<file path="src/rtl/wrst_pkg.sv">
// shared types and constants of the weighted random service table
package wrst_pkg;

  localparam int TABLE_ENTRIES = 16;
  localparam int IDX_W         = (TABLE_ENTRIES > 2) ? $clog2(TABLE_ENTRIES) : 1;
  localparam int CNT_W         = $clog2(TABLE_ENTRIES + 1);
  localparam int KEY_W         = 32;
  localparam int TYPE_W        = 3;
  localparam int RATING_W      = 8;
  localparam int RND_W         = 16;
  localparam int STATUS_W      = 3;
  localparam int POS_W         = 4;
  // sum of all ratings stays below 2**(RATING_W + IDX_W)
  localparam int SUM_W         = RATING_W + IDX_W;
  localparam int MCNT_W        = $clog2(RND_W + 1);

  typedef enum logic [1:0] {
    MODE_ADD    = 2'd0,
    MODE_REMOVE = 2'd1,
    MODE_SELECT = 2'd2,
    MODE_CLEAR  = 2'd3
  } mode_t;

  typedef enum logic [STATUS_W-1:0] {
    STATUS_OK       = 3'd0,
    STATUS_DUP      = 3'd1,
    STATUS_FULL     = 3'd2,
    STATUS_NOTFOUND = 3'd3,
    STATUS_NONE     = 3'd4
  } status_t;

  typedef enum logic [5:0] {
    S_IDLE  = 6'b000001,
    S_FIND  = 6'b000010,
    S_SHIFT = 6'b000100,
    S_SUM   = 6'b001000,
    S_MOD   = 6'b010000,
    S_PICK  = 6'b100000
  } state_t;

  typedef struct packed {
    logic start;
  } mod_ctl_t;

  typedef struct packed {
    logic busy;
    logic done;
  } mod_sts_t;

endpackage

</file>
<file path="src/rtl/wrst_modulo.sv">
// bit-serial restoring modulo unit, one dividend bit per cycle
module wrst_modulo import wrst_pkg::*; (
  input  logic             clk,
  input  logic             rst_n,
  input  mod_ctl_t         ctl,
  input  logic [RND_W-1:0] dividend,
  input  logic [SUM_W-1:0] divisor,
  output mod_sts_t         sts,
  output logic [SUM_W-1:0] remainder
);

  logic [RND_W-1:0]  dvd_r, dvd_nxt;
  logic [SUM_W-1:0]  div_r, div_nxt;
  logic [SUM_W-1:0]  rem_r, rem_nxt;
  logic [MCNT_W-1:0] cnt_r, cnt_nxt;
  logic              done_r, done_nxt;
  logic [SUM_W:0]    trial;
  logic [SUM_W:0]    diff;

  assign trial = {rem_r, dvd_r[RND_W-1]};
  assign diff  = trial - {1'b0, div_r};

  always_comb begin
    dvd_nxt  = dvd_r;
    div_nxt  = div_r;
    rem_nxt  = rem_r;
    cnt_nxt  = cnt_r;
    done_nxt = 1'b0;
    if (ctl.start) begin
      dvd_nxt = dividend;
      div_nxt = divisor;
      rem_nxt = '0;
      cnt_nxt = MCNT_W'(RND_W);
    end else if (cnt_r != '0) begin
      dvd_nxt = {dvd_r[RND_W-2:0], 1'b0};
      // remainder stays below the divisor, so the top bit drops out
      if (trial >= {1'b0, div_r}) begin
        rem_nxt = diff[SUM_W-1:0];
      end else begin
        rem_nxt = trial[SUM_W-1:0];
      end
      cnt_nxt = cnt_r - MCNT_W'(1);
      if (cnt_r == MCNT_W'(1)) begin
        done_nxt = 1'b1;
      end
    end
  end

  always_ff @(posedge clk) begin
    dvd_r <= dvd_nxt;
    div_r <= div_nxt;
    rem_r <= rem_nxt;
    if (!rst_n) begin
      cnt_r  <= '0;
      done_r <= 1'b0;
    end else begin
      cnt_r  <= cnt_nxt;
      done_r <= done_nxt;
    end
  end

  assign sts.busy  = (cnt_r != '0);
  assign sts.done  = done_r;
  assign remainder = rem_r;

endmodule

</file>
<file path="src/rtl/weighted_random_service_table_unit.sv">
// top level of the weighted random service table
//
//  channel | ports                                              | handshake
//  --------+----------------------------------------------------+--------------------------
//  input   | in_mode in_key in_service_type in_rating           | start && !busy
//          | in_random_value                                    |
//  result  | out_status out_picked_key out_picked_position      | out_valid, one cycle
//
// clear empties the table without leaving idle; add and remove run the key scan,
// which reads one entry a cycle (a remove match carries on as the shift walk);
// select runs the sum walk, the serial modulo and the pick walk in that order
// reset (synchronous, active low) empties the table; entry contents are not cleared
// busy stays high until the result strobe; the receiver cannot stall a result
module weighted_random_service_table_unit import wrst_pkg::*; (
  input  logic                clk,
  input  logic                rst_n,
  input  logic                start,
  output logic                busy,
  input  logic [1:0]          in_mode,
  input  logic [KEY_W-1:0]    in_key,
  input  logic [TYPE_W-1:0]   in_service_type,
  input  logic [RATING_W-1:0] in_rating,
  input  logic [RND_W-1:0]    in_random_value,
  output logic                out_valid,
  output logic [STATUS_W-1:0] out_status,
  output logic [KEY_W-1:0]    out_picked_key,
  output logic [POS_W-1:0]    out_picked_position
);

  logic [KEY_W-1:0]    key_mem_r    [TABLE_ENTRIES];
  logic [TYPE_W-1:0]   type_mem_r   [TABLE_ENTRIES];
  logic [RATING_W-1:0] rating_mem_r [TABLE_ENTRIES];

  state_t              state_r, state_nxt;
  logic [CNT_W-1:0]    count_r, count_nxt;
  logic [CNT_W-1:0]    idx_r, idx_nxt;
  logic [SUM_W-1:0]    acc_r, acc_nxt;
  mode_t               mode_r, mode_nxt;
  logic [KEY_W-1:0]    key_r, key_nxt;
  logic [TYPE_W-1:0]   type_r, type_nxt;
  logic [RATING_W-1:0] rating_r, rating_nxt;
  logic [RND_W-1:0]    rnd_r, rnd_nxt;

  logic                out_valid_r, out_valid_nxt;
  logic [STATUS_W-1:0] out_status_r, out_status_nxt;
  logic [KEY_W-1:0]    out_key_r, out_key_nxt;
  logic [POS_W-1:0]    out_pos_r, out_pos_nxt;

  logic                wr_en;
  logic [IDX_W-1:0]    wr_addr;
  logic [KEY_W-1:0]    wr_key;
  logic [TYPE_W-1:0]   wr_type;
  logic [RATING_W-1:0] wr_rating;

  logic [CNT_W-1:0]    idx_inc;
  logic [IDX_W-1:0]    rd_addr;
  logic [KEY_W-1:0]    rd_key;
  logic [TYPE_W-1:0]   rd_type;
  logic [RATING_W-1:0] rd_rating;
  logic                rd_eligible;
  logic                at_end;
  logic                accept;

  mod_ctl_t            mod_ctl;
  mod_sts_t            mod_sts;
  logic [SUM_W-1:0]    mod_rem;

  assign accept  = start && (state_r == S_IDLE);
  assign idx_inc = idx_r + CNT_W'(1);
  // the shift walk reads one entry ahead of the one it writes
  assign rd_addr = (state_r == S_SHIFT) ? idx_inc[IDX_W-1:0] : idx_r[IDX_W-1:0];
  assign rd_key      = key_mem_r[rd_addr];
  assign rd_type     = type_mem_r[rd_addr];
  assign rd_rating   = rating_mem_r[rd_addr];
  assign rd_eligible = (rd_type == type_r) && (rd_rating != '0);
  assign at_end      = (idx_r == count_r);

  wrst_modulo u_modulo (
    .clk       (clk),
    .rst_n     (rst_n),
    .ctl       (mod_ctl),
    .dividend  (rnd_r),
    .divisor   (acc_r),
    .sts       (mod_sts),
    .remainder (mod_rem)
  );

  always_comb begin
    state_nxt      = state_r;
    count_nxt      = count_r;
    idx_nxt        = idx_r;
    acc_nxt        = acc_r;
    mode_nxt       = mode_r;
    key_nxt        = key_r;
    type_nxt       = type_r;
    rating_nxt     = rating_r;
    rnd_nxt        = rnd_r;
    out_valid_nxt  = 1'b0;
    out_status_nxt = out_status_r;
    out_key_nxt    = out_key_r;
    out_pos_nxt    = out_pos_r;
    wr_en          = 1'b0;
    wr_addr        = idx_r[IDX_W-1:0];
    wr_key         = rd_key;
    wr_type        = rd_type;
    wr_rating      = rd_rating;
    mod_ctl.start  = 1'b0;

    case (state_r)
      S_IDLE: begin
        if (accept) begin
          mode_nxt   = mode_t'(in_mode);
          key_nxt    = in_key;
          type_nxt   = in_service_type;
          rating_nxt = in_rating;
          rnd_nxt    = in_random_value;
          idx_nxt    = '0;
          acc_nxt    = '0;
          case (mode_t'(in_mode))
            MODE_ADD:    state_nxt = S_FIND;
            MODE_REMOVE: state_nxt = S_FIND;
            MODE_SELECT: state_nxt = S_SUM;
            default: begin
              count_nxt      = '0;
              out_valid_nxt  = 1'b1;
              out_status_nxt = STATUS_OK;
              out_key_nxt    = '0;
              out_pos_nxt    = '0;
            end
          endcase
        end
      end

      S_FIND: begin
        if (at_end) begin
          state_nxt     = S_IDLE;
          out_valid_nxt = 1'b1;
          out_key_nxt   = '0;
          out_pos_nxt   = '0;
          if (mode_r == MODE_REMOVE) begin
            out_status_nxt = STATUS_NOTFOUND;
          end else if (count_r == CNT_W'(TABLE_ENTRIES)) begin
            out_status_nxt = STATUS_FULL;
          end else begin
            wr_en          = 1'b1;
            wr_addr        = count_r[IDX_W-1:0];
            wr_key         = key_r;
            wr_type        = type_r;
            wr_rating      = rating_r;
            count_nxt      = count_r + CNT_W'(1);
            out_status_nxt = STATUS_OK;
          end
        end else if (rd_key == key_r) begin
          if (mode_r == MODE_REMOVE) begin
            state_nxt = S_SHIFT;
          end else begin
            state_nxt      = S_IDLE;
            out_valid_nxt  = 1'b1;
            out_status_nxt = STATUS_DUP;
            out_key_nxt    = '0;
            out_pos_nxt    = '0;
          end
        end else begin
          idx_nxt = idx_inc;
        end
      end

      S_SHIFT: begin
        if (idx_inc < count_r) begin
          wr_en   = 1'b1;
          idx_nxt = idx_inc;
        end else begin
          count_nxt      = count_r - CNT_W'(1);
          state_nxt      = S_IDLE;
          out_valid_nxt  = 1'b1;
          out_status_nxt = STATUS_OK;
          out_key_nxt    = '0;
          out_pos_nxt    = '0;
        end
      end

      S_SUM: begin
        if (at_end) begin
          if (acc_r == '0) begin
            state_nxt      = S_IDLE;
            out_valid_nxt  = 1'b1;
            out_status_nxt = STATUS_NONE;
            out_key_nxt    = '0;
            out_pos_nxt    = '0;
          end else begin
            mod_ctl.start = 1'b1;
            state_nxt     = S_MOD;
          end
        end else begin
          if (rd_eligible) begin
            acc_nxt = acc_r + SUM_W'(rd_rating);
          end
          idx_nxt = idx_inc;
        end
      end

      S_MOD: begin
        if (mod_sts.done) begin
          acc_nxt   = mod_rem;
          idx_nxt   = '0;
          state_nxt = S_PICK;
        end
      end

      S_PICK: begin
        if (at_end) begin
          // the remainder is below the sum, so this arm is never reached
          state_nxt      = S_IDLE;
          out_valid_nxt  = 1'b1;
          out_status_nxt = STATUS_NONE;
          out_key_nxt    = '0;
          out_pos_nxt    = '0;
        end else if (rd_eligible && (acc_r < SUM_W'(rd_rating))) begin
          state_nxt      = S_IDLE;
          out_valid_nxt  = 1'b1;
          out_status_nxt = STATUS_OK;
          out_key_nxt    = rd_key;
          out_pos_nxt    = POS_W'(idx_r);
        end else begin
          if (rd_eligible) begin
            acc_nxt = acc_r - SUM_W'(rd_rating);
          end
          idx_nxt = idx_inc;
        end
      end

      default: begin
        state_nxt = S_IDLE;
      end
    endcase
  end

  always_ff @(posedge clk) begin
    if (wr_en) begin
      key_mem_r[wr_addr]    <= wr_key;
      type_mem_r[wr_addr]   <= wr_type;
      rating_mem_r[wr_addr] <= wr_rating;
    end
    idx_r        <= idx_nxt;
    acc_r        <= acc_nxt;
    mode_r       <= mode_nxt;
    key_r        <= key_nxt;
    type_r       <= type_nxt;
    rating_r     <= rating_nxt;
    rnd_r        <= rnd_nxt;
    out_status_r <= out_status_nxt;
    out_key_r    <= out_key_nxt;
    out_pos_r    <= out_pos_nxt;
    if (!rst_n) begin
      state_r     <= S_IDLE;
      count_r     <= '0;
      out_valid_r <= 1'b0;
    end else begin
      state_r     <= state_nxt;
      count_r     <= count_nxt;
      out_valid_r <= out_valid_nxt;
    end
  end

  assign busy                = (state_r != S_IDLE);
  assign out_valid           = out_valid_r;
  assign out_status          = out_status_r;
  assign out_picked_key      = out_key_r;
  assign out_picked_position = out_pos_r;

  // the table never holds more entries than it has room for
  a_count_range: assert property (@(posedge clk) disable iff (!rst_n)
    count_r <= CNT_W'(TABLE_ENTRIES))
    else $error("entry count beyond table size");

  // an accepted transaction other than clear keeps the block busy
  a_accept_busy: assert property (@(posedge clk) disable iff (!rst_n)
    (start && !busy && (in_mode != MODE_CLEAR)) |=> busy)
    else $error("accepted transaction did not start work");

  // the result strobe comes only once the sequencer is back at rest
  a_strobe_idle: assert property (@(posedge clk) disable iff (!rst_n)
    out_valid |-> !busy)
    else $error("result strobe while busy");

  // a failed transaction carries no picked entry
  a_pick_zero: assert property (@(posedge clk) disable iff (!rst_n)
    (out_valid && (out_status != STATUS_OK)) |->
      ((out_picked_key == '0) && (out_picked_position == '0)))
    else $error("picked entry on a failed transaction");

  // the modulo unit is only in use during the modulo phase
  a_mod_phase: assert property (@(posedge clk) disable iff (!rst_n)
    mod_sts.busy |-> (state_r == S_MOD))
    else $error("modulo unit running outside its phase");

endmodule
</file>
<file path="config.mk">
export PLATFORM = sky130hd
export DESIGN_NAME = weighted_random_service_table_unit
export DESIGN_NICKNAME = d
export VERILOG_FILES = /design/src/rtl/wrst_pkg.sv /design/src/rtl/wrst_modulo.sv /design/src/rtl/weighted_random_service_table_unit.sv
export SDC_FILE = /design/constraint.sdc
export NUM_CORES = 1
export LEC_CHECK = 0
export ABC_AREA = 1
export BUFFER_PORTS_ARGS = -buffer_cell sky130_fd_sc_hd__buf_4
export CORE_MARGIN = 3
export CORE_UTILIZATION = 40
export DETAILED_ROUTE_END_ITERATION = 8
export GPL_TIMING_DRIVEN = 0
export MAX_ROUTING_LAYER = met4
export PLACE_DENSITY = 0.67
export SLEW_MARGIN = 5
export SYNTH_ARGS = -nofsm -noshare
export SYNTH_HDL_FRONTEND = slang
export SYNTH_SLANG_ARGS = --single-unit
</file>
<file path="constraint.sdc">
create_clock -name clk -period 4.5 [get_ports clk]
set_clock_uncertainty 0.1 [all_clocks]
set_input_delay 0.45 -clock clk [delete_from_list [all_inputs] [get_ports clk]]
set_output_delay 0.45 -clock clk [all_outputs]
set_load 0.1 [all_outputs]
</file>
**After elaboration in Yosys (flattened, before gate mapping)**

Memory sizes are Yosys's and may differ from the RTL's.
Cells that the tools add are included.

- Add/sub/neg operators: 7
- $lt $le $gt $ge: 3
- Equal/unequal tests: 36
- Muxes and demuxes: 115
- Bitwise operators: 2
- Reductions and logical operators: 22

Operator list:

| cell | number |
|---|---|
| 32-bit two-way mux | 14 |
| 32-bit case mux with 5 select lines | 1 |
| 12-bit two-way mux | 8 |
| 5-bit two-way mux | 17 |
| 4-bit two-way mux | 15 |
| 6-bit two-way mux | 8 |
| 12-bit case mux with 4 select lines | 1 |
| 3-bit two-way mux | 15 |
| 6-bit case mux with 6 select lines | 1 |
| 32-bit == test | 1 |
| 16-bit two-way mux | 2 |
| 8-bit two-way mux | 4 |
| 2-bit != test (second input constant) | 15 |
| 5-bit case mux with 6 select lines | 1 |
| 1-bit two-way mux | 20 |
| 4-bit case mux with 5 select lines | 1 |
| 9-bit AND reduction | 2 |
| 3-bit case mux with 5 select lines | 1 |
| 5-bit case mux with 3 select lines | 1 |
| 7-bit AND reduction | 2 |
| 13-bit by 12-bit >= comparator with 1-bit output | 1 |
| 12-bit by 8-bit adder with 12-bit output | 1 |
| 12-bit logical NOT | 1 |
| 12-bit by 8-bit less-than comparator with 1-bit output | 1 |
| 38 further kinds | 51 |

- Register bits: 175
- RAM bits: 688
- Input port bits: 64
- Output and inout bits: 41
- Logic and storage cells: 207
- Memories kept: 3

Memory list:

| name | depth | bits a word | read ports | clocked after Yosys merged registers in | write ports | line | text |
|---|---|---|---|---|---|---|---|
| key_mem_r | 16 | 32 | 1 | 0 | 1 | weighted_random_service_table_unit.sv:30 | `logic [KEY_W-1:0] key_mem_r [TABLE_ENTRIES];` |
| rating_mem_r | 16 | 8 | 1 | 0 | 1 | weighted_random_service_table_unit.sv:32 | `logic [RATING_W-1:0] rating_mem_r [TABLE_ENTRIES];` |
| type_mem_r | 16 | 3 | 1 | 0 | 1 | weighted_random_service_table_unit.sv:31 | `logic [TYPE_W-1:0] type_mem_r [TABLE_ENTRIES];` |

**Logic depth before layout (Yosys ltp)**

Gate-level depths: netlist (run 1).
An unclocked memory read counts as a cell.

- Depth in word-level cells: 9
- Mapped depth: 32

**By module**

From an unflattened synthesis (run 1), not the netlist that was laid out.

- Cells, all modules: 3,416
- Area, all modules: 37,255.7 um^2

Modules (own cells, without submodules):

| module | instances | cells an instance | area each (um^2) | sequential area each (um^2) |
|---|---|---|---|---|
| weighted_random_service_table_unit | 1 | 3,071 | 34,544.4 | 24,413.4 |
| wrst_modulo | 1 | 345 | 2,711.4 | 1,201.2 |

**Worst setup path after synthesis (run 1)**

No wires, ideal clock.

- Path type: register to register
- Start point: register state_r[2]
- End point: register key_r[0], enable pin
- Arrival time: 4.623 ns
- Required time: 3.920 ns
- Setup slack: -0.703 ns
- Stages on the path, launching flop included: 4
- Period minus slack after synthesis: 5.203 ns
- Path through: dfxtp_1 > nor2_1 > nand4_1 > nor2_1

- Word-level cells in the longest chain between the ends: 3

Ends and longest elaborated chain:

| what | line | text |
|---|---|---|
| start, declared | weighted_random_service_table_unit.sv:34 | `state_t state_r, state_nxt;` |
| start signal, assigned | weighted_random_service_table_unit.sv:259 | `state_r <= state_nxt;` |
| 6-bit by 1-bit == test with 1-bit output * | weighted_random_service_table_unit.sv:68, weighted_random_service_table_unit.sv:109 |  |
| 1-bit logical AND | weighted_random_service_table_unit.sv:68 | `assign accept = start && (state_r == S_IDLE);` |
| 2-bit AND reduction (no source line) * | -- |  |
| end signal, assigned | weighted_random_service_table_unit.sv:247 | `key_r <= key_nxt;` |
| end, declared | weighted_random_service_table_unit.sv:39 | `logic [KEY_W-1:0] key_r, key_nxt;` |

Every way passes the cells marked *; elsewhere a longest branch is shown, timed or not.
A chain may end at the register's enable or synchronous reset.

**Worst setup path in the final report (run 1)**

- Start point: register idx_r[0]
- End point: register out_key_r[0], in the netlist out_picked_key[0], enable pin

- Word-level cells in the longest chain between the ends: 8
- Elaborated cells on any way between the ends: 19
- Those cells by class: add/sub (1); order compare (2); eq/ne (8); mux (1); reduce/logical (4); memory (3)

Ends and longest elaborated chain:

| what | line | text |
|---|---|---|
| start, declared | weighted_random_service_table_unit.sv:36 | `logic [CNT_W-1:0] idx_r, idx_nxt;` |
| start signal, assigned | weighted_random_service_table_unit.sv:244 | `idx_r <= idx_nxt;` |
| 5-bit by 1-bit adder with 5-bit output * | weighted_random_service_table_unit.sv:69 | `assign idx_inc = idx_r + CNT_W'(1);` |
| net idx_inc[1] | weighted_random_service_table_unit.sv:55 | `logic [CNT_W-1:0] idx_inc;` |
| branches (longest 6 deep; another with 12-bit by 8-bit less-than comparator with 1-bit output) | -- |  |
| 9-bit AND reduction (no source line) * | -- |  |
| end signal, assigned | weighted_random_service_table_unit.sv:252 | `out_key_r <= out_key_nxt;` |
| end, declared | weighted_random_service_table_unit.sv:46 | `logic [KEY_W-1:0] out_key_r, out_key_nxt;` |

Mark *: on every way through the listed nets, which the timed path passes.

==> report_table.html, run 1 <==
<table>
<tr><th>Metric</th><th>Value</th></tr>
<tr><th colspan="2">Run status</th></tr>
<tr><td>Outcome</td><td>finished, violations left</td></tr>
<tr><td>Violated checks</td><td>negative setup slack</td></tr>
<tr><th colspan="2">Global route</th></tr>
<tr><td>Met1 layer usage reported by global route</td><td>between 30% and 40%</td></tr>
<tr><td>Vias in the first global route</td><td>approximately 27000</td></tr>
<tr><td>Most crowded layer after global routing</td><td>met2</td></tr>
<tr><td>Global router's overall resource usage</td><td>roughly 25%</td></tr>
<tr><td>Maximum number of pins on one net before global-route repair</td><td>26</td></tr>
<tr><td>Met3 capacity usage during global routing</td><td>under 10%</td></tr>
<tr><td>Antenna violations before repair</td><td>0</td></tr>
<tr><td>Met2 track utilization from global routing</td><td>around two fifths</td></tr>
<tr><td>Gr ovfl total</td><td>0</td></tr>
<tr><td>First-pass GRT wire length</td><td>approximately 170000 um</td></tr>
<tr><th colspan="2">Routing</th></tr>
<tr><td>Number of search-and-repair iterations in the first detailed-routing pass</td><td>8</td></tr>
<tr><td>Detail Route Antenna Nets</td><td>0</td></tr>
<tr><td>Total vias in the final route</td><td>around 28000</td></tr>
<tr><td>Routed wire per std cell</td><td>approximately 24 um</td></tr>
<tr><td>Number of design rule violations left after detail routing</td><td>0</td></tr>
<tr><td>Vias per cell</td><td>5.58</td></tr>
<tr><td>Final wirelength</td><td>120000 um</td></tr>
<tr><td>Drt first-iter violations</td><td>3566</td></tr>
<tr><th colspan="2">Synth</th></tr>
<tr><td>Register bit count reported by yosys</td><td>around 860</td></tr>
<tr><td>Syn Inst Count</td><td>approximately 3300</td></tr>
<tr><td>Post-Synthesis Mean Instance Area</td><td>11.1 um2</td></tr>
<tr><td>Share of synthesized registers carrying an async set or reset</td><td>0%</td></tr>
<tr><td>Post-synth top flop</td><td>edfxtp_1</td></tr>
<tr><td>Number of synthesis warnings</td><td>0</td></tr>
<tr><td>Net Count, Synth</td><td>3437</td></tr>
<tr><td>Post-synthesis sequential area ratio</td><td>a little over two thirds</td></tr>
<tr><td>Count of flip-flops with a built-in enable after synthesis</td><td>around 830</td></tr>
<tr><td>Area of the mapped netlist</td><td>~37000 um2</td></tr>
<tr><td>Netlist cell types</td><td>between 40 and 50</td></tr>
<tr><th colspan="2">Setup path</th></tr>
<tr><td>Worst r2r path cells</td><td>22</td></tr>
<tr><td>RR Startpoint</td><td>idx_r[0]</td></tr>
<tr><td>Capturing element of the worst setup path</td><td>out_picked_key[0]</td></tr>
<tr><td>Worst setup path class</td><td>reg -&gt; reg</td></tr>
<tr><td>Setup slack of the most critical reg-to-reg path</td><td>-0.23 ns</td></tr>
<tr><td>Arr. time, crit path</td><td>5.00 ns</td></tr>
<tr><td>Reg2Reg Capture Point</td><td>out_picked_key[0]</td></tr>
<tr><td>Endpoint type of the worst setup path</td><td>register</td></tr>
<tr><td>Kind of start point of the critical path</td><td>register</td></tr>
<tr><td>Required time of the critical path</td><td>between 4 and 5 ns</td></tr>
<tr><td>Highest net fanout along the worst path</td><td>10</td></tr>
<tr><td>Critical path startpoint</td><td>idx_r[0]</td></tr>
<tr><th colspan="2">CTS</th></tr>
<tr><td>Longest Clk Path Bufs</td><td>3</td></tr>
<tr><td>Total clock buffers created by CTS</td><td>between 80 and 90</td></tr>
<tr><td>Clock input transition at the sequential cells of the worst setup and hold paths</td><td>approximately 0.060 ns</td></tr>
<tr><td>Clock tree root buffer cell</td><td>clkbuf_16</td></tr>
<tr><td>Clk Latency, worst-skew pair</td><td>about 0.69 ns</td></tr>
<tr><td>Clock tree sinks</td><td>about 860</td></tr>
<tr><td>TritonCTS clock tree</td><td>yes</td></tr>
<tr><td>Count of H-tree levels built during CTS</td><td>3</td></tr>
<tr><th colspan="2">Placement</th></tr>
<tr><td>Routability cong.</td><td>0.885</td></tr>
<tr><td>HPWL reported at the end of detailed placement</td><td>approximately 76000 um</td></tr>
<tr><td>Cell Count Post-Placement</td><td>4648</td></tr>
<tr><td>Placed Area</td><td>between 40000 and 50000 um2</td></tr>
<tr><td>Total of buffers placed on input and output ports</td><td>between 100 and 150</td></tr>
<tr><th colspan="2">Timing</th></tr>
<tr><td>Post-Route Hold Slack</td><td>0.0620 ns</td></tr>
<tr><td>Max-slew violation count</td><td>0</td></tr>
<tr><td>Setup repair after global routing missed its margin</td><td>true</td></tr>
<tr><td>Count of endpoints failing hold in the final timing report</td><td>0</td></tr>
<tr><td>Number of setup violations in the final report</td><td>120</td></tr>
<tr><td>Slew at the pin closest to its max-slew limit</td><td>between 1 and 1.5 ns</td></tr>
<tr><td>Time the worst path needs with I/O delays and setup</td><td>about 4.7 ns</td></tr>
<tr><td>Final period util</td><td>105%</td></tr>
<tr><td>Maximum achievable frequency</td><td>approximately 210 MHz</td></tr>
<tr><td>Max-Slew Margin vs Limit</td><td>~2.1%</td></tr>
<tr><td>Final setup margin</td><td>-0.231 ns</td></tr>
<tr><th colspan="2">Power</th></tr>
<tr><td>Static leakage</td><td>between 15 and 20 nW</td></tr>
<tr><td>Post-layout total power</td><td>between 30 and 40 mW</td></tr>
<tr><td>Power per standard cell area</td><td>roughly 840 nW/um2</td></tr>
<tr><td>Largest vdd supply drop</td><td>between 0.7 and 0.8 mV</td></tr>
<tr><th colspan="2">Die</th></tr>
<tr><td>Chip height</td><td>about 310 um</td></tr>
<tr><td>Row cnt</td><td>110</td></tr>
<tr><td>Initial core utilization</td><td>40.7%</td></tr>
<tr><td>Num ports</td><td>~110</td></tr>
<tr><td>Area of the placeable core</td><td>90700 um2</td></tr>
<tr><td>Die extent in x</td><td>about 310 um</td></tr>
<tr><td>Die footprint</td><td>approximately 96000 um2</td></tr>
<tr><th colspan="2">Finish</th></tr>
<tr><td>Area Overhead vs Synth</td><td>23.4%</td></tr>
<tr><td>Commonest cells after routing, fill and taps aside</td><td>1002 x nand2_1, 833 x edfxtp_1, 611 x nand3_1, 196 x buf_4, 194 x inv_1</td></tr>
<tr><td>Commonest non-fill, non-tap cell in the layout</td><td>nand2_1</td></tr>
<tr><td>Utilization after layout</td><td>between 50% and 60%</td></tr>
<tr><td>Layout Cell Area excl Fill</td><td>between 40000 and 50000 um2</td></tr>
<tr><td>Layout cell share with drive strength beyond 1</td><td>16.9%</td></tr>
<tr><td>Number of nets in the finished design</td><td>about 3800</td></tr>
<tr><td>Count of non-filler cells in the finished layout</td><td>~5000</td></tr>
<tr><td>Count of fill cells added during filler insertion</td><td>between 7000 and 8000</td></tr>
<tr><td>Diode count</td><td>0</td></tr>
<tr><th colspan="2">Flow run</th></tr>
<tr><td>Maximum Capacitance Violations</td><td>0</td></tr>
<tr><th colspan="2">Min path</th></tr>
<tr><td>HP Class</td><td>in -&gt; reg</td></tr>
</table>
[worst max-delay path, stage by stage, from the launching register on]
cell and delay (ns):
edfxtp_1 0.49, buf_6 0.17, ha_4 0.22, o21ai_1 0.19, buf_6 0.14, buf_4 0.18, buf_2 0.41, nand3_1 0.13
nand3_1 0.11, nand3_1 0.20, nand2_1 0.21, nand2_1 0.07, nand2_1 0.10, nand3_1 0.13, nor2_1 0.16, nand2_1 0.18
nor2_1 0.16, nand2_2 0.17, nand2_4 0.16, and3_4 0.30, buf_8 0.17, buf_6 0.11, buf_12 0.14
[timing repair]
| action | in CTS | in global routing |
|---|---|---|
| cloned | 5 | 0 |
| setup buffers | 54 | 40 |
| endpoints found under the hold margin | 61 | 0 |
| gates resized for setup | 168 | 100 |
| hold buffers | 61 | 0 |
| endpoints found under the setup margin | 333 | 771 |
| pin swaps | 19 | 30 |
[report_power, final]
part           switching, mW  internal (mW)  total (mW)
Sequential             0.448           12.1        12.5
Combinational           12.8           5.23        18.1
Clock                   3.23           4.36        7.59
Total                   16.5           21.7        38.2
[metal layers]
metal,wire [um],vias up
li1,-,12300
met1,45400,13300
met2,55600,1741
met3,13600,362
met4,5910,0
met5,0,-
[final cells by class]
class                      instances  area (um2)  area share (%)
timing repair buffer             297        3190            7.01
inverter                         210         793            1.74
sequential                       863       25600            56.3
clock inverter                    58         627            1.38
clock buffer                     109        2370            5.22
multi-input combinational       2099       10200            22.5
buffer                           159        1200            2.63
tap                             1176        1470            3.23
[worst min path at each step]
| stage | from | end | slack (ns) | cells after the start |
|---|---|---|---|---|
| floorplan | u_modulo.cnt_r[1] | u_modulo.cnt_r[1] | 0.34 | 2 |
| global route | rst_n | state_r[0] | 0.09 | 2 |
| finish | rst_n | state_r[0] | 0.06 | 2 |
| global placement | u_modulo.cnt_r[1] | u_modulo.cnt_r[1] | 0.35 | 2 |
| detailed placement | u_modulo.cnt_r[1] | u_modulo.cnt_r[1] | 0.37 | 2 |
| CTS | rst_n | state_r[0] | 0.05 | 2 |
[through the flow]
step | TNS (ns) | worst slack (ns)
6_report | -11.53 | -0.231
5_1_grt | -48.28 | -0.343
4_1_cts | -2.15 | -0.148
3_5_place_dp | -87.79 | -1.25
3_3_place_gp | -2169.16 | -3.32
2_1_floorplan | 0 | 0.00131
[cells in the mapped netlist (6+ instances only)]
cell type	n	area share [%]
buf_2	112	1.5
nor3_1	7	0.095
nand3_1	621	8.4
a211oi_1	6	0.12
buf_1	9	0.092
dfxtp_1	30	1.6
nor2_1	171	1.7
a21oi_1	87	1.2
ha_1	38	1.3
inv_2	6	0.061
xor2_1	16	0.38
o21ai_0	37	0.50
nand4_1	13	0.22
inv_1	202	2.1
o22ai_1	11	0.19
o211ai_1	14	0.28
nand2_1	1014	10
clkbuf_1	26	0.26
buf_4	10	0.20
edfxtp_1	833	68
o221ai_1	8	0.19
[registers in the layout, indices dropped and copies added, names as in the netlist, 5 cells and up]
register	cells
rating_r	8
rnd_r	16
u_modulo.dvd_r	16
u_modulo.cnt_r	5
key_r	32
state_r	6
type_mem_r	48
count_r	5
u_modulo.div_r	12
acc_r	12
idx_r	5
rating_mem_r	128
out_picked_key	32
key_mem_r	512
u_modulo.remainder	12
[logic make-up (layout without fill, tap and decap cells)]
kind of cell,count (synthesis),after routing,synth area share [%]
AOI/OAI and AO/OA,183,183,2.91
DFF,863,863,69.4
and+or+nand+nor,1854,1855,21.4
adders and majority gates,41,41,1.45
buffers and inverters,371,833,4.34
xor gates and xnor gates,20,20,0.475
Power figures use the tool's default switching activity.
==> run 2: changes to the inputs <==
PLACE_DENSITY = unset   (was 0.67)
==> report_table.html, run 2 (synthesized netlist as in run 1, its figures left out) <==
<table>
<tr><th>Metric</th><th>Value</th></tr>
<tr><th colspan="2">Setup path</th></tr>
<tr><td>Reg2Reg Capture Point</td><td>key_mem_r[5][17]</td></tr>
<tr><td>Kind of start point of the critical path</td><td>register</td></tr>
<tr><td>Arr. time, crit path</td><td>just under 5 ns</td></tr>
<tr><td>Worst setup path class</td><td>reg -&gt; reg</td></tr>
<tr><td>RR Startpoint</td><td>idx_r[0]</td></tr>
<tr><td>Largest stage delay, worst path</td><td>about 1.2 ns</td></tr>
<tr><td>Cell with the largest stage delay on the worst path</td><td>a21oi_1</td></tr>
<tr><td>Highest net fanout along the worst path</td><td>16</td></tr>
<tr><td>Worst r2r path cells</td><td>11</td></tr>
<tr><td>CP cell instances</td><td>buf_4 -&gt; ha_1 -&gt; a21oi_1 -&gt; nand3_1 -&gt; a211oi_1 -&gt; nand3_1 -&gt; nor2_1 -&gt; nand2_1 -&gt; clkbuf_1 -&gt; buf_1 -&gt; a21oi_1</td></tr>
<tr><td>Critical path startpoint</td><td>idx_r[0]</td></tr>
<tr><td>Setup slack of the most critical reg-to-reg path</td><td>-0.31 ns</td></tr>
<tr><td>Endpoint type of the worst setup path</td><td>register</td></tr>
<tr><td>Required time of the critical path</td><td>approximately 4.7 ns</td></tr>
<tr><th colspan="2">Min path</th></tr>
<tr><td>Min-Delay Startpoint</td><td>rst_n</td></tr>
<tr><td>Instance count along the most critical hold path</td><td>2</td></tr>
<tr><td>Worst hold endpoint</td><td>state_r[0]</td></tr>
<tr><td>HP Class</td><td>in -&gt; reg</td></tr>
<tr><th colspan="2">Finish</th></tr>
<tr><td>Commonest non-fill, non-tap cell in the layout</td><td>nand2_1</td></tr>
<tr><td>Area Overhead vs Synth</td><td>24.0%</td></tr>
<tr><td>Layout cell share with drive strength beyond 1</td><td>17.2%</td></tr>
<tr><td>Utilization after layout</td><td>50.4%</td></tr>
<tr><td>Commonest cells after routing, fill and taps aside</td><td>1002 x nand2_1, 833 x edfxtp_1, 611 x nand3_1, 209 x buf_4, 191 x inv_1</td></tr>
<tr><td>Count of fill cells added during filler insertion</td><td>7776</td></tr>
<tr><td>Number of nets in the finished design</td><td>3846</td></tr>
<tr><td>Max FFs per register</td><td>around 510</td></tr>
<tr><td>Count of non-filler cells in the finished layout</td><td>around 5000</td></tr>
<tr><td>Biggest register</td><td>key_mem_r</td></tr>
<tr><td>Biggest registers after layout</td><td>key_mem_r x512, rating_mem_r x128, type_mem_r x48</td></tr>
<tr><th colspan="2">Timing</th></tr>
<tr><td>Time the worst path needs with I/O delays and setup</td><td>around 4.8 ns</td></tr>
<tr><td>Slew at the pin closest to its max-slew limit</td><td>~1.3 ns</td></tr>
<tr><td>Final period util</td><td>107%</td></tr>
<tr><td>Max-slew violation count</td><td>0</td></tr>
<tr><td>Final setup margin</td><td>-0.308 ns</td></tr>
<tr><td>Number of setup violations in the final report</td><td>141</td></tr>
<tr><td>Setup repair after global routing missed its margin</td><td>true</td></tr>
<tr><td>Count of endpoints failing hold in the final timing report</td><td>0</td></tr>
<tr><td>Maximum achievable frequency</td><td>208 MHz</td></tr>
<tr><td>Max-Slew Margin vs Limit</td><td>12.1%</td></tr>
<tr><td>Sum of negative setup slack</td><td>-24.76 ns</td></tr>
<tr><td>Post-Route Hold Slack</td><td>about 0.046 ns</td></tr>
<tr><th colspan="2">Routing</th></tr>
<tr><td>Detail Route Antenna Nets</td><td>0</td></tr>
<tr><td>Drt first-iter violations</td><td>~3700</td></tr>
<tr><td>Final wirelength</td><td>about 120000 um</td></tr>
<tr><td>Number of search-and-repair iterations in the first detailed-routing pass</td><td>6</td></tr>
<tr><td>Vias per cell</td><td>5.54</td></tr>
<tr><td>Total vias in the final route</td><td>between 20000 and 30000</td></tr>
<tr><td>Number of design rule violations left after detail routing</td><td>0</td></tr>
<tr><td>Routed wire per std cell</td><td>24.8 um</td></tr>
<tr><th colspan="2">Placement</th></tr>
<tr><td>Total of buffers placed on input and output ports</td><td>103</td></tr>
<tr><td>HPWL reported at the end of detailed placement</td><td>~78000 um</td></tr>
<tr><td>Routability cong.</td><td>about 0.87</td></tr>
<tr><td>Cell Count Post-Placement</td><td>~4600</td></tr>
<tr><th colspan="2">Global route</th></tr>
<tr><td>First-pass GRT wire length</td><td>around 180000 um</td></tr>
<tr><td>Global router's overall resource usage</td><td>26.2%</td></tr>
<tr><td>Maximum number of pins on one net before global-route repair</td><td>26</td></tr>
<tr><td>Gr ovfl total</td><td>0</td></tr>
<tr><td>Antenna violations before repair</td><td>1</td></tr>
<tr><td>Vias in the first global route</td><td>roughly 26000</td></tr>
<tr><th colspan="2">CTS</th></tr>
<tr><td>Longest Clk Path Bufs</td><td>3</td></tr>
<tr><td>Clk Latency, worst-skew pair</td><td>0.67 ns</td></tr>
<tr><td>TritonCTS clock tree</td><td>yes</td></tr>
<tr><td>Clock tree root buffer cell</td><td>clkbuf_16</td></tr>
<tr><td>Clock input transition at the sequential cells of the worst setup and hold paths</td><td>about 0.06 ns</td></tr>
<tr><td>Count of H-tree levels built during CTS</td><td>3</td></tr>
<tr><td>Total clock buffers created by CTS</td><td>91</td></tr>
<tr><td>Clock tree sinks</td><td>roughly 860</td></tr>
<tr><th colspan="2">Die</th></tr>
<tr><td>Area of the placeable core</td><td>between 90000 and 100000 um2</td></tr>
<tr><td>Num ports</td><td>approximately 110</td></tr>
<tr><td>Die extent in x</td><td>slightly above 300 um</td></tr>
<tr><td>Chip height</td><td>310 um</td></tr>
<tr><td>Die footprint</td><td>~96000 um2</td></tr>
<tr><td>Initial core utilization</td><td>approximately 41%</td></tr>
<tr><td>Row cnt</td><td>110</td></tr>
<tr><th colspan="2">Power</th></tr>
<tr><td>Largest vdd supply drop</td><td>0.654 mV</td></tr>
<tr><td>Static leakage</td><td>~18 nW</td></tr>
<tr><td>Power per standard cell area</td><td>about 840 nW/um2</td></tr>
<tr><td>Post-layout total power</td><td>about 39 mW</td></tr>
<tr><th colspan="2">Run status</th></tr>
<tr><td>Outcome</td><td>finished, violations left</td></tr>
<tr><td>Violated checks</td><td>negative setup slack</td></tr>
<tr><th colspan="2">Flow run</th></tr>
<tr><td>Maximum Capacitance Violations</td><td>0</td></tr>
</table>
==> run 2: power by group <==
| part | internal (mW) | total (mW) | switching [mW] |
|---|---|---|---|
| Combinational | 5.62 | 18.9 | 13.2 |
| Sequential | 12.1 | 12.5 | 0.424 |
| Clock | 4.05 | 7.19 | 3.13 |
==> run 2: per-layer routing <==
| metal | vias to the layer above | wire length, um | GRT usage (%) |
|---|---|---|---|
| met5 | - | 0 | - |
| met4 | 0 | 5000 | 10.2 |
| met3 | 295 | 11400 | 4.23 |
| met2 | 1496 | 58000 | 41.3 |
| met1 | 13500 | 49500 | 34.1 |
| li1 | 12400 | - | - |
==> run 2: area by class of cell <==
type | count | area (um2) | area share, %
Timing Repair Buffer | 315 | 3290 | 7.19
Multi-Input combinational cell | 2102 | 10400 | 22.7
Sequential cell | 863 | 25600 | 56.0
Buffer | 158 | 1400 | 3.05
Clock buffer | 117 | 2440 | 5.33
Inverter | 210 | 806 | 1.76
Antenna cell | 1 | 2.50 | 0.00547
Clock inverter | 47 | 359 | 0.785
Tap cell | 1176 | 1470 | 3.22
==> run 2: worst max path at each step <==
stage | to | depth (start not counted)
4_1_cts | key_mem_r[6][11] | 11
6_report | key_mem_r[5][17] | 11
2_1_floorplan | key_mem_r[0][0] | 12
3_3_place_gp | key_mem_r[11][5] | 10
3_5_place_dp | out_picked_key[20] | 26
5_1_grt | key_mem_r[3][19] | 11
==> run 2: metrics by stage <==
step	setup slack, ns	area, um2
after floorplan	0.00131	36900
after global placement	-3.36	39100
after detailed placement	-1.26	40100
after CTS	-0.162	44900
after global routing	-0.386	45700
final	-0.308	45700
==> run 2: repair_timing <==
item / in CTS / in global routing
pin swaps: 29 / 52
resized for setup: 211 / 126
hold buffers: 61 / 0
cloned: 6 / 1
endpoints found under the setup margin: 420 / 547
setup buffers: 62 / 51
hold endpoints to repair: 61 / 0
==> run 2: critical path: cells and delay by family, from the launching register on <==
kind | cells | cell delay (ns)
flip-flops | 1 | 0.39
buffers and inverters | 3 | 1.26
AO/OA/AOI/OAI | 3 | 1.50
AND/OR/NAND/NOR | 4 | 0.86
adder cells (fa/ha/maj) | 1 | 0.29
